--- config.mk ---
export PLATFORM = sky130hd
export DESIGN_NAME = scic_check_flat
export DESIGN_NICKNAME = d
export VERILOG_FILES = /design/src/rtl/scic_pkg.sv /design/src/rtl/scic_if.sv /design/src/rtl/scic_check.sv /design/src/flat_wrapper.sv
export SDC_FILE = /design/constraint.sdc
export NUM_CORES = 1
export LEC_CHECK = 0
export ABC_AREA = 1
export BUFFER_PORTS_ARGS = -buffer_cell sky130_fd_sc_hd__buf_4
export CORE_UTILIZATION = 60
export DETAILED_ROUTE_END_ITERATION = 12
export GPL_ROUTABILITY_DRIVEN = 1
export PLACE_DENSITY = 0.89
export SYNTH_ARGS = -nofsm -noshare
export SYNTH_HDL_FRONTEND = slang
export SYNTH_SLANG_ARGS = --single-unit
--- constraint.sdc ---
create_clock -name clk -period 5.5 [get_ports clk]
set_input_delay 0.825 -clock clk [delete_from_list [all_inputs] [get_ports clk]]
set_output_delay 0.825 -clock clk [all_outputs]
set_load 0.01 [all_outputs]
--- src/rtl/scic_pkg.sv ---
// shared types, constants and the crc byte update for the snapshot image checker
`timescale 1ns / 1ps
`default_nettype none
package scic_pkg;

	localparam int unsigned HdrBytes = 16;
	localparam int unsigned CountW = 13;
	localparam int unsigned SizeW = 12;
	localparam int unsigned AddrW = 4;

	localparam logic [31:0] CrcInit = 32'hFFFF_FFFF;
	localparam logic [31:0] CrcPoly = 32'hEDB8_8320;
	localparam logic [31:0] MagicReset = 32'hDEAD_BEEF;
	localparam logic [31:0] VersionReset = 32'h0000_0001;
	localparam logic [SizeW-1:0] SizeReset = 12'd94;
	localparam logic [CountW-1:0] CountMax = '1;

	typedef enum logic [1:0] {
		REG_MAGIC   = 2'd0,
		REG_VERSION = 2'd1,
		REG_SIZE    = 2'd2
	} reg_idx_t;

	typedef enum logic [2:0] {
		FAULT_OK      = 3'd0,
		FAULT_MAGIC   = 3'd1,
		FAULT_VERSION = 3'd2,
		FAULT_SIZE    = 3'd3,
		FAULT_CRC     = 3'd4,
		FAULT_SHORT   = 3'd5
	} fault_t;

	typedef struct packed {
		logic [31:0]      magic;
		logic [31:0]      version;
		logic [SizeW-1:0] size;
	} cfg_t;

	typedef struct packed {
		logic [7:0] data_byte;
		logic       last_byte;
	} beat_t;

	// reflected crc-32, one byte, lsb first
	function automatic logic [31:0] crc_byte(input logic [31:0] crc, input logic [7:0] b);
		logic [31:0] c;
		c = crc ^ {24'h0, b};
		for (int k = 0; k < 8; k++) begin
			c = {1'b0, c[31:1]} ^ (c[0] ? CrcPoly : 32'h0);
		end
		return c;
	endfunction

endpackage
`default_nettype wire

--- src/rtl/scic_if.sv ---
// valid/ready channels for image beats and check results
`timescale 1ns / 1ps
`default_nettype none


interface scic_result_if;
	logic        valid;
	logic        ready;
	logic        image_ok;
	logic [2:0]  fault_code;
	logic [31:0] computed_crc;

	modport source(output valid, output image_ok, output fault_code, output computed_crc,
		input ready);
	modport sink(input valid, input image_ok, input fault_code, input computed_crc,
		output ready);
endinterface
`default_nettype wire

--- src/rtl/scic_check.sv ---
// header capture, crc update, image checks and result register
`timescale 1ns / 1ps
`default_nettype none
module scic_check (
	input  wire logic            clk,
	input  wire logic            arst_n,
	input  wire scic_pkg::cfg_t  cfg,
	input  wire logic            valid_s1,
	input  wire scic_pkg::beat_t beat_s1,
	output logic                 adv,
	scic_result_if.source        verdict
);

	logic [scic_pkg::CountW-1:0] count_q;
	logic [31:0]                 crc_q;
	logic [3:0][31:0]            hdr_q;
	logic                        vld_q;
	logic                        ok_q;
	scic_pkg::fault_t            fault_q;
	logic [31:0]                 crc_out_q;

	logic [scic_pkg::CountW-1:0] count_nxt;
	logic [31:0]                 crc_nxt;
	logic [3:0][31:0]            hdr_nxt;
	logic [13:0]                 end_pos;
	logic                        in_hdr;
	logic                        in_payload;
	logic [31:0]                 crc_fin;
	scic_pkg::fault_t            fault;

	assign adv = valid_s1 && (!vld_q || verdict.ready);

	assign end_pos    = 14'(scic_pkg::HdrBytes) + {2'b0, cfg.size};
	assign in_hdr     = count_q < scic_pkg::CountW'(scic_pkg::HdrBytes);
	assign in_payload = !in_hdr && ({1'b0, count_q} < end_pos);

	always_comb begin
		hdr_nxt = hdr_q;
		if (in_hdr) begin
			hdr_nxt[count_q[3:2]][{count_q[1:0], 3'b000} +: 8] = beat_s1.data_byte;
		end
		crc_nxt   = in_payload ? scic_pkg::crc_byte(crc_q, beat_s1.data_byte) : crc_q;
		count_nxt = (count_q == scic_pkg::CountMax) ? count_q : count_q + 1'b1;
		crc_fin   = ~crc_nxt;
	end

	// checks in priority order on the state after this beat
	always_comb begin
		priority if (count_nxt < scic_pkg::CountW'(scic_pkg::HdrBytes)) begin
			fault = scic_pkg::FAULT_SHORT;
		end else if (hdr_nxt[0] != cfg.magic) begin
			fault = scic_pkg::FAULT_MAGIC;
		end else if (hdr_nxt[1] != cfg.version) begin
			fault = scic_pkg::FAULT_VERSION;
		end else if (hdr_nxt[2] != {{(32-scic_pkg::SizeW){1'b0}}, cfg.size}) begin
			fault = scic_pkg::FAULT_SIZE;
		end else if ({1'b0, count_nxt} < end_pos) begin
			fault = scic_pkg::FAULT_SHORT;
		end else if (hdr_nxt[3] != crc_fin) begin
			fault = scic_pkg::FAULT_CRC;
		end else begin
			fault = scic_pkg::FAULT_OK;
		end
	end

	always_ff @(posedge clk or negedge arst_n) begin
		if (!arst_n) begin
			count_q <= '0;
			crc_q   <= scic_pkg::CrcInit;
			hdr_q   <= '0;
		end else if (adv) begin
			if (beat_s1.last_byte) begin
				count_q <= '0;
				crc_q   <= scic_pkg::CrcInit;
				hdr_q   <= '0;
			end else begin
				count_q <= count_nxt;
				crc_q   <= crc_nxt;
				hdr_q   <= hdr_nxt;
			end
		end
	end

	always_ff @(posedge clk or negedge arst_n) begin
		if (!arst_n) begin
			vld_q <= 1'b0;
		end else if (adv && beat_s1.last_byte) begin
			vld_q <= 1'b1;
		end else if (verdict.ready) begin
			vld_q <= 1'b0;
		end
	end

	always_ff @(posedge clk) begin
		if (adv && beat_s1.last_byte) begin
			ok_q      <= (fault == scic_pkg::FAULT_OK);
			fault_q   <= fault;
			crc_out_q <= crc_fin;
		end
	end

	assign verdict.valid        = vld_q;
	assign verdict.image_ok     = ok_q;
	assign verdict.fault_code   = fault_q;
	assign verdict.computed_crc = crc_out_q;

`ifndef SYNTHESIS
	a_no_overwrite: assert property (@(posedge clk) disable iff (!arst_n)
		!(adv && beat_s1.last_byte && vld_q && !verdict.ready))
		else $error("result overwritten while stalled");

	a_clear_after_last: assert property (@(posedge clk) disable iff (!arst_n)
		(adv && beat_s1.last_byte) |=> (count_q == '0 && crc_q == scic_pkg::CrcInit))
		else $error("image state not cleared after last beat");

	a_ok_matches_fault: assert property (@(posedge clk) disable iff (!arst_n)
		vld_q |-> (ok_q == (fault_q == scic_pkg::FAULT_OK)))
		else $error("image_ok disagrees with fault_code");

	a_short_before_header: assert property (@(posedge clk) disable iff (!arst_n)
		(adv && beat_s1.last_byte && count_q < 13'd15) |=> (fault_q == scic_pkg::FAULT_SHORT))
		else $error("short image not flagged");
`endif

endmodule
`default_nettype wire

--- src/flat_wrapper.sv ---
// flat-port wrapper written by rule: the top's interface ports become plain ports
module scic_check_flat 
  (clk, arst_n, cfg, valid_s1, beat_s1, adv, verdict_valid, verdict_image_ok, verdict_fault_code, verdict_computed_crc, verdict_ready);
  scic_result_if verdict_i ();
  input  wire logic clk;
  input  wire logic arst_n;
  input  wire scic_pkg::cfg_t cfg;
  input  wire logic valid_s1;
  input  wire scic_pkg::beat_t beat_s1;
  output logic adv;
  output wire logic [$bits(verdict_i.valid)-1:0] verdict_valid;
  output wire logic [$bits(verdict_i.image_ok)-1:0] verdict_image_ok;
  output wire logic [$bits(verdict_i.fault_code)-1:0] verdict_fault_code;
  output wire logic [$bits(verdict_i.computed_crc)-1:0] verdict_computed_crc;
  input wire logic [$bits(verdict_i.ready)-1:0] verdict_ready;
  assign verdict_valid = verdict_i.valid;
  assign verdict_image_ok = verdict_i.image_ok;
  assign verdict_fault_code = verdict_i.fault_code;
  assign verdict_computed_crc = verdict_i.computed_crc;
  assign verdict_i.ready = verdict_ready;
  scic_check u_core (.clk(clk), .arst_n(arst_n), .cfg(cfg), .valid_s1(valid_s1), .beat_s1(beat_s1), .adv(adv), .verdict(verdict_i));
endmodule
==> metrics, run 1 <==
ys flop type=dfrtp_1; final net count=2037; Clock Tree Root=clkbuf_16; total number of vias=between 10000 and 15000; core area=0.0226 sq mm; Post-CTS Resized=0; static leakage=7.83 nW; CTS sink cnt=210; number of global-route vias before repair=12600; CP Capture Type=flop; Worst Skew=0.0146 ns; Tcrit/Tclk final=0.859; setup ws final=~0.77 ns; Slew headroom=0.256; Final GP Congestion=around 0.97; Achievable Freq=212 MHz; total wire length=42000 um; first-pass GRT wire length=about 67000 um; Skew-Pair Late Insertion Delay=0.54 ns; peak supply drop=258 uV; RSZ-0062 raised after global routing=false; met2 wire length=19100 um; Detail Route Antenna Nets=0; EDFF count, synth=36; worst-path fanout max=25; Hold WC Path Type=input port to async pin; Starting DRT DRC Count=1384; P per Cell Area=264 mW/mm^2; # rows=55; Seq/Total Area, Yosys=0.397; Vias/cell=5.98; Synth Warn #=0; Starting Density=0.611; aggregate negative setup slack=0 ns; multi-input logic area=0.00712 sq mm; Remaining DRCs=0; I/O pin count=127; Mapped Area=0.0138 sq mm; top sig layer=met4; Sequential Area=0.00548 sq mm; Async SR Flop Fraction=0.829; CTS Buf Count=24; Max Slew Vio Count=0; Die Ht=154 um; Overflow after GRT=0; syn_nets=1939; clock tree from TritonCTS=done; critical path class=flop to flop; Layout area overhead=14.4%; Buffers on Ports=approximately 130; max_cap viols=0; Worst Path Arrival=between 5 and 6 ns; setup bufs post-CTS=0; Die X=154 um; Worst Path Required=5.80 ns; Seq cells post-synth=210; ant diodes=0; share of layout cells above drive strength 1=0.133; clk buf depth=3; syn avg cell area=7.56 sq um; crit path time final=4.73 ns; post-layout util=0.699; initial antenna violation count=1; area of the die=0.0236 sq mm; status=finished clean; dpl ws=0.926 ns; Post-Synthesis Cells=approximately 1800; DR WL met3=4030 um; wl on met1=17000 um; final hold violations=0; largest net degree at the start of global routing=92; DRT Pass-1 Iters=6; dpl hpwl=slightly below 30000 um; Tot GR Track Use=0.359; final setup fails=0; H-tree level count=1; most frequent cells in the layout=nand2_1 (507), inv_1 (228), o21ai_0 (186), buf_4 (143), dfrtp_1 (142); commonest non-fill, non-tap cell in the layout=nand2_1; Worst Tran Pin Value=1.11 ns; CTS Hold Buffers Added=0; Startpoint Class=flop; post-synth cell types=45; filler instances=about 1800; Worst-path clk slew=0.07 ns; DR WL/cell=about 19 um
[metal layers]
metal | vias up | GRT usage
met1 | 6311 | 0.487
met3 | 133 | 0.0660
met4 | 0 | 0.150
li1 | 6161 | -
met5 | - | 0
met2 | 714 | 0.566
[flip-flops by register name, summed over array words and instances, names as in the netlist]
signal	count
u_core.hdr_q	128
u_core.verdict.computed_crc	32
u_core.verdict.fault_code	3
u_core.count_q	13
u_core.verdict.valid	1
u_core.verdict.image_ok	1
u_core.crc_q	32
[synthesized netlist by cell type (4+ instances only)]
cell type / count / area (sq um)
dfrtp_1: 142 / 3550
nor3_1: 44 / 220
o21ai_0: 186 / 931
ha_1: 25 / 313
nor2_2: 6 / 37.5
xor2_1: 80 / 701
dfstp_2: 32 / 841
nand3b_1: 18 / 135
nand3_2: 4 / 40.0
nand2_2: 8 / 50.1
edfxtp_1: 36 / 1080
nand4_1: 35 / 219
buf_2: 17 / 85.1
a21oi_1: 10 / 50.1
mux2i_1: 50 / 500
nand3_1: 103 / 515
nand2_1: 508 / 1910
or2_0: 4 / 25.0
nor4_1: 5 / 31.3
xnor2_1: 45 / 394
nor2_4: 6 / 67.6
nor2_1: 58 / 218
buf_1: 9 / 33.8
o22ai_1: 79 / 494
clkbuf_1: 36 / 135
or2_2: 10 / 62.6
o21ai_1: 10 / 50.1
buf_4: 9 / 67.6
inv_1: 229 / 860
[cells by family after synthesis]
| group | synth area share |
|---|---|
| AND/OR/NAND/NOR | 0.259 |
| buffers and inverters | 0.0881 |
| AO/OA/AOI/OAI | 0.116 |
| flip-flops | 0.397 |
| XOR/XNOR | 0.0806 |
| multiplexers | 0.0363 |
| adder cells (fa/ha/maj) | 0.0227 |
[worst paths after layout]
path                                    from                 endpoint  slack, ns  depth (start not counted)
setup / recovery           u_core.count_q[0]  u_core.verdict.image_ok       0.77                         16
hold / removal                        arst_n         u_core.hdr_q[24]       0.31                          1
setup reg to reg           u_core.count_q[0]  u_core.verdict.image_ok       0.77                         16
hold reg to reg             u_core.hdr_q[26]         u_core.hdr_q[26]       0.48                          2
max in group asynchronous             arst_n        u_core.count_q[5]       3.98                          2
min in group clk            u_core.hdr_q[26]         u_core.hdr_q[26]       0.48                          2
[critical path: stages, from the launching register on]
cell and delay, ns:
dfrtp_1 0.85, inv_1 0.33, ha_1 0.47, inv_2 0.16
nand2_1 0.20, nor3_1 0.73, o21ai_0 0.39, xor2_1 0.22
or2_0 0.25, nor3_1 0.17, nand2_1 0.07, nor2_1 0.22
nand3_1 0.14, nor2_1 0.13, nand2_1 0.08, nand2_2 0.07
nor2_2 0.03
[metrics by stage]
step | power [W] | hold WS [ns] | instance area, sq um | std cells
floorplan | 0.00215 | 0.448 | 13800 | 1825
global placement | 0.00242 | 0.461 | 14900 | 2182
detailed placement | 0.00244 | 0.468 | 14900 | 2182
CTS | 0.00415 | 0.329 | 15800 | 2226
global route | 0.00429 | 0.364 | 15800 | 2226
finish | 0.00417 | 0.306 | 15800 | 2226
[area by class of cell]
cell class | instances | area share
inverter | 232 | 0.0552
clock inverter | 11 | 0.0116
tap | 285 | 0.0226
sequential | 210 | 0.347
timing repair buffer | 145 | 0.0700
clock buffer | 33 | 0.0421
multi-input combinational | 1310 | 0.452
[power by group]
group | leakage [nW] | switching [W] | internal, W | total, W
sequential | 2.65 | 0.0000326 | 0.00163 | 0.00166
clock | 0.405 | 0.000688 | 0.00104 | 0.00173
combinational | 4.77 | 0.000527 | 0.000253 | 0.000780
No activity file was read; power rests on OpenSTA's default activity.
==> run 2, diff against run 1 <==
- CORE_ASPECT_RATIO: default -> 1.5
- clock period: 5.5 -> 5.7 ns (I/O delays scaled with it)
==> run 2 against run 1 <==
Power is 7.9% lower; clock skew shrank 0.0043 ns; die area hardly changed; routed wire length decreased by 0.90%; setup slack improved by 0.084 ns; combinational power is 5.0% lower; cell count shrank 0.63%; flip-flop and latch count did not move; register-to-register slack improved by 0.08 ns; final area shrank 0.88%; critical path depth did not move; largest power group is now sequential cells; highest routed layer unchanged.
==> metrics, run 2 (synthesis results as in run 1) <==
status=finished clean (unchanged); max_cap viols=0 (unchanged); CTS Hold Buffers Added=0 (unchanged); Overflow after GRT=0 (unchanged); critical path class=flop to flop (unchanged); Vias/cell=5.93 (was 5.98); Tcrit/Tclk final=0.850 (was 0.859); Detail Route Antenna Nets=0 (unchanged); final net count=2035 (was 2037); clock tree from TritonCTS=done (unchanged); share of layout cells above drive strength 1=0.130 (was 0.133); global-route met1 utilization=0.407 (was 0.487); Buffers on Ports=126 (unchanged); CTS Buf Count=22 (was 24); Layout area overhead=13.4% (was 14.4%); Worst-path clk slew=0.07 ns (about the same); total number of vias=13100 (was 13300); Top delay family on crit path=simple AND/OR/NAND/NOR gates (unchanged); Buf+Inv Stages, Crit Path=2 (unchanged); Final GP Congestion=0.945 (was 0.973); Clock Tree Root=clkbuf_16 (unchanged); most frequent cells in the layout=nand2_1 (507), inv_1 (228), o21ai_0 (186), buf_4 (144), dfrtp_1 (142) (was nand2_1 (507), inv_1 (228), o21ai_0 (186), buf_4 (143), dfrtp_1 (142)); dpl hpwl=30600 um (was 29600 um); CP Capture Type=flop (unchanged); total wire length=41600 um (was 42000 um); Remaining DRCs=0 (unchanged); Die Ht=188 um (was 154 um); Worst Skew=0.0104 ns (was 0.0146 ns); crit path time final=4.84 ns (was 4.73 ns); Worst Path Required=5.98 ns (was 5.80 ns); worst-path fanout max=25 (unchanged); final setup fails=0 (unchanged); Achievable Freq=206 MHz (was 212 MHz); clk buf depth=3 (unchanged); Worst Path Arrival=5.12 ns (was 5.03 ns); first-pass GRT wire length=65800 um (was 66600 um); Max Slew Vio Count=0 (unchanged); Starting DRT DRC Count=1065 (was 1384); I/O pin count=127 (unchanged); Skew-Pair Late Insertion Delay=0.52 ns (was 0.54 ns); P per Cell Area=245 mW/mm^2 (was 264 mW/mm^2); initial antenna violation count=0 (was 1); setup bufs post-CTS=0 (unchanged); filler instances=1834 (was 1805); static leakage=7.77 nW (was 7.83 nW); commonest non-fill, non-tap cell in the layout=nand2_1 (unchanged); number of global-route vias before repair=12900 (was 12600); # rows=67 (was 55); Hold WC Path Type=input port to async pin (unchanged); ant diodes=0 (unchanged); gr busiest metal=met2 (unchanged); RSZ-0062 raised after global routing=false (unchanged); Placement Cell Area=0.0149 sq mm (about the same); Post-CTS Resized=0 (unchanged); CTS sink cnt=210 (unchanged); GR Util met2=0.608 (was 0.566); area of the die=0.0236 sq mm (about the same); H-tree level count=1 (unchanged); Startpoint Class=flop (unchanged); multi-input logic area=0.00712 sq mm (unchanged); Tot GR Track Use=0.356 (was 0.359); final hold violations=0 (unchanged); post-route cell area=0.0156 sq mm (was 0.0158 sq mm); CP dominant cell by count=nand2_1 (unchanged); DRT Pass-1 Iters=6 (unchanged); crit path max-delay cell type=dfrtp_1 (unchanged); core area=0.0225 sq mm (was 0.0226 sq mm); met3 Use GR=0.0508 (was 0.0660); Starting Density=0.614 (was 0.611); max incr delay on CP=0.89 ns (was 0.85 ns); Reg with most FFs=u_core.hdr_q (unchanged); peak supply drop=241 uV (was 258 uV); max FFs per register=128 (unchanged); Die X=126 um (was 154 um); critical path cell sequence=inv_1, ha_1, inv_2, nand2_1, nor3_1, o21ai_0, xor2_1, or2_0, nor3_1, nand2_1, nor2_1, nand3_1, nor2_1, nand2_1, nand2_2, nor2_2 (unchanged); aggregate negative setup slack=0 ns (unchanged); largest net degree at the start of global routing=88 (was 92); Slew headroom=0.303 (was 0.256); Sequential Area=0.00548 sq mm (unchanged); Worst Tran Pin Value=1.04 ns (was 1.11 ns); DR WL/cell=18.8 um (was 18.9 um)
-- run 2: changes by cell type in the layout (fill, tap and decap cells not counted), moves of 2 or more --
cell      change
clkbuf_8      -3
clkinv_1      +3
clkbuf_1      -2
clkinv_2      +2
-- run 2: layer usage --
metal  up-vias  routed length, um  part of all wire
met5         -                  0                 0
met4         0               3120             0.075
met3       164               2870             0.069
met2       595              20300              0.49
met1      6167              15300              0.37
li1       6194                  -                 -
-- run 2: layout make-up --
| cell class | instances | share of cell area |
|---|---|---|
| repair buffers | 145 | 0.0698 |
| flip-flops and latches | 210 | 0.350 |
| clock inverters | 12 | 0.00904 |
| inverters | 232 | 0.0557 |
| multi-input cells | 1310 | 0.456 |
| clock buffers | 27 | 0.0378 |
| well taps | 276 | 0.0221 |
-- run 2: power by group --
| part | total [W] | internal, W | switching [W] |
|---|---|---|---|
| clock | 0.00150 | 0.000873 | 0.000622 |
| combinational | 0.000741 | 0.000242 | 0.000499 |
| sequential | 0.00160 | 0.00157 | 0.0000323 |
| total | 0.00384 | 0.00268 | 0.00115 |
-- run 2: through the flow --
stage / cells / setup slack [ns] / total power [W] / utilization / hold WS (ns)
2_1_floorplan: 1825 / 2.48 / 0.00207 / - / 0.448
3_3_place_gp: 2173 / 1.07 / 0.00234 / 0.664 / 0.461
3_5_place_dp: 2173 / 0.942 / 0.00235 / 0.664 / 0.469
4_1_cts: 2212 / 0.916 / 0.00383 / 0.696 / 0.441
5_1_grt: 2212 / 0.596 / 0.00396 / 0.696 / 0.477
6_report: 2212 / 0.857 / 0.00384 / 0.696 / 0.403
-- run 2: worst paths after layout --
path / to / depth (start not counted) / start / slack [ns]
max reg2reg: u_core.verdict.image_ok / 16 / u_core.count_q[0] / 0.86
max in group asynchronous: u_core.hdr_q[116] / 2 / arst_n / 4.11
min reg2reg: u_core.hdr_q[25] / 2 / u_core.hdr_q[25] / 0.48
min in group clk: u_core.hdr_q[25] / 2 / u_core.hdr_q[25] / 0.48
max: u_core.verdict.image_ok / 16 / u_core.count_q[0] / 0.86
min: u_core.hdr_q[46] / 1 / arst_n / 0.40
-- run 2: worst reg2reg max path, cell delays in order (launching register included) --
cell	delay, ns
dfrtp_1	0.89
inv_1	0.32
ha_1	0.48
inv_2	0.17
nand2_1	0.19
nor3_1	0.68
o21ai_0	0.39
xor2_1	0.22
or2_0	0.24
nor3_1	0.21
nand2_1	0.09
nor2_1	0.24
nand3_1	0.14
nor2_1	0.15
nand2_1	0.08
nand2_2	0.08
nor2_2	0.03
==> run 3, diff against run 2 <==
- CORE_UTILIZATION: 60 -> 55
- PLACE_DENSITY: 0.89 -> 0.87
- clock period: 5.7 -> 3.95 ns (I/O delays scaled with it)
==> run 3 against run 2 <==
Final area up 2.8%; non-clock buffer count up 46; cell count up 4.2%; hold slack worse by 0.17 ns; combinational power up 59%; via count up 0.88%; count of clock-buffer cells in the layout up 2; global-route usage down 2.3 points.
==> metrics, run 3 (synthesis results as in run 1) <==
status=finished clean (unchanged); clk buf depth=3 (unchanged); RSZ-0062 raised after global routing=false (unchanged); aggregate negative setup slack=0 ns (unchanged); Die Ht=196 um (was 188 um); largest net degree at the start of global routing=109 (was 88); area of the die=0.0257 sq mm (was 0.0236 sq mm); crit path time final=3.73 ns (was 4.84 ns); peak supply drop=420 uV (was 241 uV); Startpoint Class=flop (unchanged); DR WL/cell=18.4 um (was 18.8 um); dpl hpwl=31500 um (was 30600 um); CP Capture Type=flop (unchanged); final setup fails=0 (unchanged); Layout area overhead=16.6% (was 13.4%); Max Slew Vio Count=0 (unchanged); share of layout cells above drive strength 1=0.152 (was 0.130); Worst Path Arrival=4.00 ns (was 5.12 ns); max incr delay on CP=0.61 ns (was 0.89 ns); static leakage=8.02 nW (was 7.77 nW); Worst Path Required=4.22 ns (was 5.98 ns); Clock Tree Root=clkbuf_16 (unchanged); P per Cell Area=344 mW/mm^2 (was 245 mW/mm^2); Tcrit/Tclk final=0.943 (was 0.850); ant diodes=0 (unchanged); CTS Buf Count=21 (was 22); Overflow after GRT=0 (unchanged); Starting DRT DRC Count=1261 (was 1065); critical path class=flop to flop (unchanged); number of global-route vias before repair=12900 (about the same); Worst Skew=0.0125 ns (was 0.0104 ns); Sequential Area=0.00548 sq mm (unchanged); first-pass GRT wire length=67100 um (was 65800 um); Hold WC Path Type=input port to async pin (unchanged); Buffers on Ports=126 (unchanged); R2R setup slack=0.22 ns (was 0.86 ns); final net count=2080 (was 2035); H-tree level count=1 (unchanged); I/O pin count=127 (unchanged); Worst-path clk slew=0.07 ns (about the same); initial antenna violation count=0 (unchanged); Reg with most FFs=u_core.hdr_q (unchanged); Vias/cell=5.74 (was 5.93); max_cap viols=0 (unchanged); worst-path fanout max=8 (was 25); hold slack=0.229 ns (was 0.403 ns); multi-input logic area=0.00713 sq mm (was 0.00712 sq mm); Starting Density=0.562 (was 0.614); most frequent cells in the layout=nand2_1 (507), inv_1 (228), o21ai_0 (186), buf_4 (185), dfrtp_1 (142) (was nand2_1 (507), inv_1 (228), o21ai_0 (186), buf_4 (144), dfrtp_1 (142)); total number of vias=13200 (was 13100); R2R cell count=14 (was 16); worst reg2reg endpoint=u_core.verdict.image_ok (unchanged); Skew-Pair Late Insertion Delay=0.51 ns (was 0.52 ns); Final GP Congestion=1.03 (was 0.945); total wire length=42300 um (was 41600 um); filler instances=2056 (was 1834); commonest non-fill, non-tap cell in the layout=nand2_1 (unchanged); worst reg2reg startpoint=u_core.count_q[0] (unchanged); Tot GR Track Use=0.333 (was 0.356); DRT Pass-1 Iters=5 (was 6); Die X=131 um (was 126 um); Slew headroom=0.310 (was 0.303); clock tree from TritonCTS=done (unchanged); Remaining DRCs=0 (unchanged); # rows=70 (was 67); Achievable Freq=268 MHz (was 206 MHz); final hold violations=0 (unchanged); core area=0.0245 sq mm (was 0.0225 sq mm); Worst Tran Pin Value=1.04 ns (about the same); max FFs per register=128 (unchanged); critical path cell sequence=inv_1, ha_1, nand2_1, nor3_1, o21ai_0, xnor2_1, nor4_1, nand2_1, nor2_1, nand3_1, nor2_1, nand2_1, nand2_2, nor2_2 (was inv_1, ha_1, inv_2, nand2_1, nor3_1, o21ai_0, xor2_1, or2_0, nor3_1, nand2_1, nor2_1, nand3_1, nor2_1, nand2_1, nand2_2, nor2_2); CTS sink cnt=210 (unchanged); Detail Route Antenna Nets=0 (unchanged); CTS Hold Buffers Added=0 (unchanged); CP dominant cell by count=nand2_1 (unchanged); crit path max-delay cell type=nor3_1 (was dfrtp_1)
run 3: cell types whose count changed in the layout (fill, tap and decap cells not counted):
cell | previous run | this run
clkbuf_1 | 4 | 5
clkbuf_16 | 23 | 21
clkinv_4 | 2 | 1
inv_6 | 0 | 3
nor3_2 | 1 | 3
buf_12 | 0 | 5
clkinv_1 | 4 | 1
buf_4 | 144 | 185
clkinvlp_4 | 1 | 0
nor3_1 | 44 | 42
clkinv_2 | 3 | 2
bufinv_16 | 3 | 2
clkbuf_8 | 0 | 3
run 3: what timing repair did:
action / CTS / global route
buffers inserted: 0 / 2
gates resized for setup: 0 / 2
setup endpoints to repair: 0 / 1
run 3: layer usage:
metal / GRT usage / wire length (um) / vias up
li1: - / - / 6268
met5: 0 / 0 / -
met4: 0.231 / 3160 / 0
met1: 0.389 / 15800 / 6209
met3: 0.0457 / 2830 / 152
met2: 0.566 / 20500 / 607
run 3: how the worst max path moves through the flow:
| stage | to | slack (ns) | from | cells past startpoint |
|---|---|---|---|---|
| floorplan | u_core.verdict.fault_code[2] | 0.99 | cfg[6] | 22 |
| global placement | u_core.verdict.fault_code[2] | 0.31 | cfg[4] | 22 |
| detailed placement | u_core.verdict.fault_code[2] | 0.21 | cfg[4] | 22 |
| CTS | u_core.verdict.image_ok | 0.22 | u_core.count_q[0] | 17 |
| global route | u_core.verdict.image_ok | 0.03 | u_core.count_q[0] | 18 |
| finish | u_core.verdict.image_ok | 0.22 | u_core.count_q[0] | 14 |
run 3: worst max-delay path, delay by kind of cell (launching register included):
| family | cells | cell delay, ns |
|---|---|---|
| buf+inv | 1 | 0.15 |
| compound gates | 1 | 0.29 |
| flops | 1 | 0.37 |
| simple gates | 10 | 2.01 |
| xor+xnor | 1 | 0.18 |
| fa+ha+maj | 1 | 0.50 |
run 3: per-stage QoR:
stage	instance area [sq um]	cells	total power, W	worst slack [ns]	utilization
after CTS	16000	2302	0.00552	0.222	0.654
after global placement	15300	2265	0.00345	0.309	0.626
after floorplan	13800	1825	0.00299	0.993	-
after global routing	16100	2304	0.00574	0.0280	0.656
after detailed placement	15300	2265	0.00347	0.208	0.626
final	16100	2304	0.00553	0.224	0.656
run 3: where the power goes:
| group | switching, W | internal (W) | total [W] |
|---|---|---|---|
| Combinational | 0.000771 | 0.000408 | 0.00118 |
| Sequential | 0.0000321 | 0.00226 | 0.00230 |
| Clock | 0.000881 | 0.00118 | 0.00206 |
| Total | 0.00168 | 0.00385 | 0.00553 |
run 3: area by class of cell:
class | instances | area share
multi-input combinational | 1310 | 0.444
sequential | 210 | 0.341
timing repair buffer | 191 | 0.0933
inverter | 232 | 0.0542
clock buffer | 29 | 0.0364
tap | 324 | 0.0252
clock inverter | 8 | 0.00654
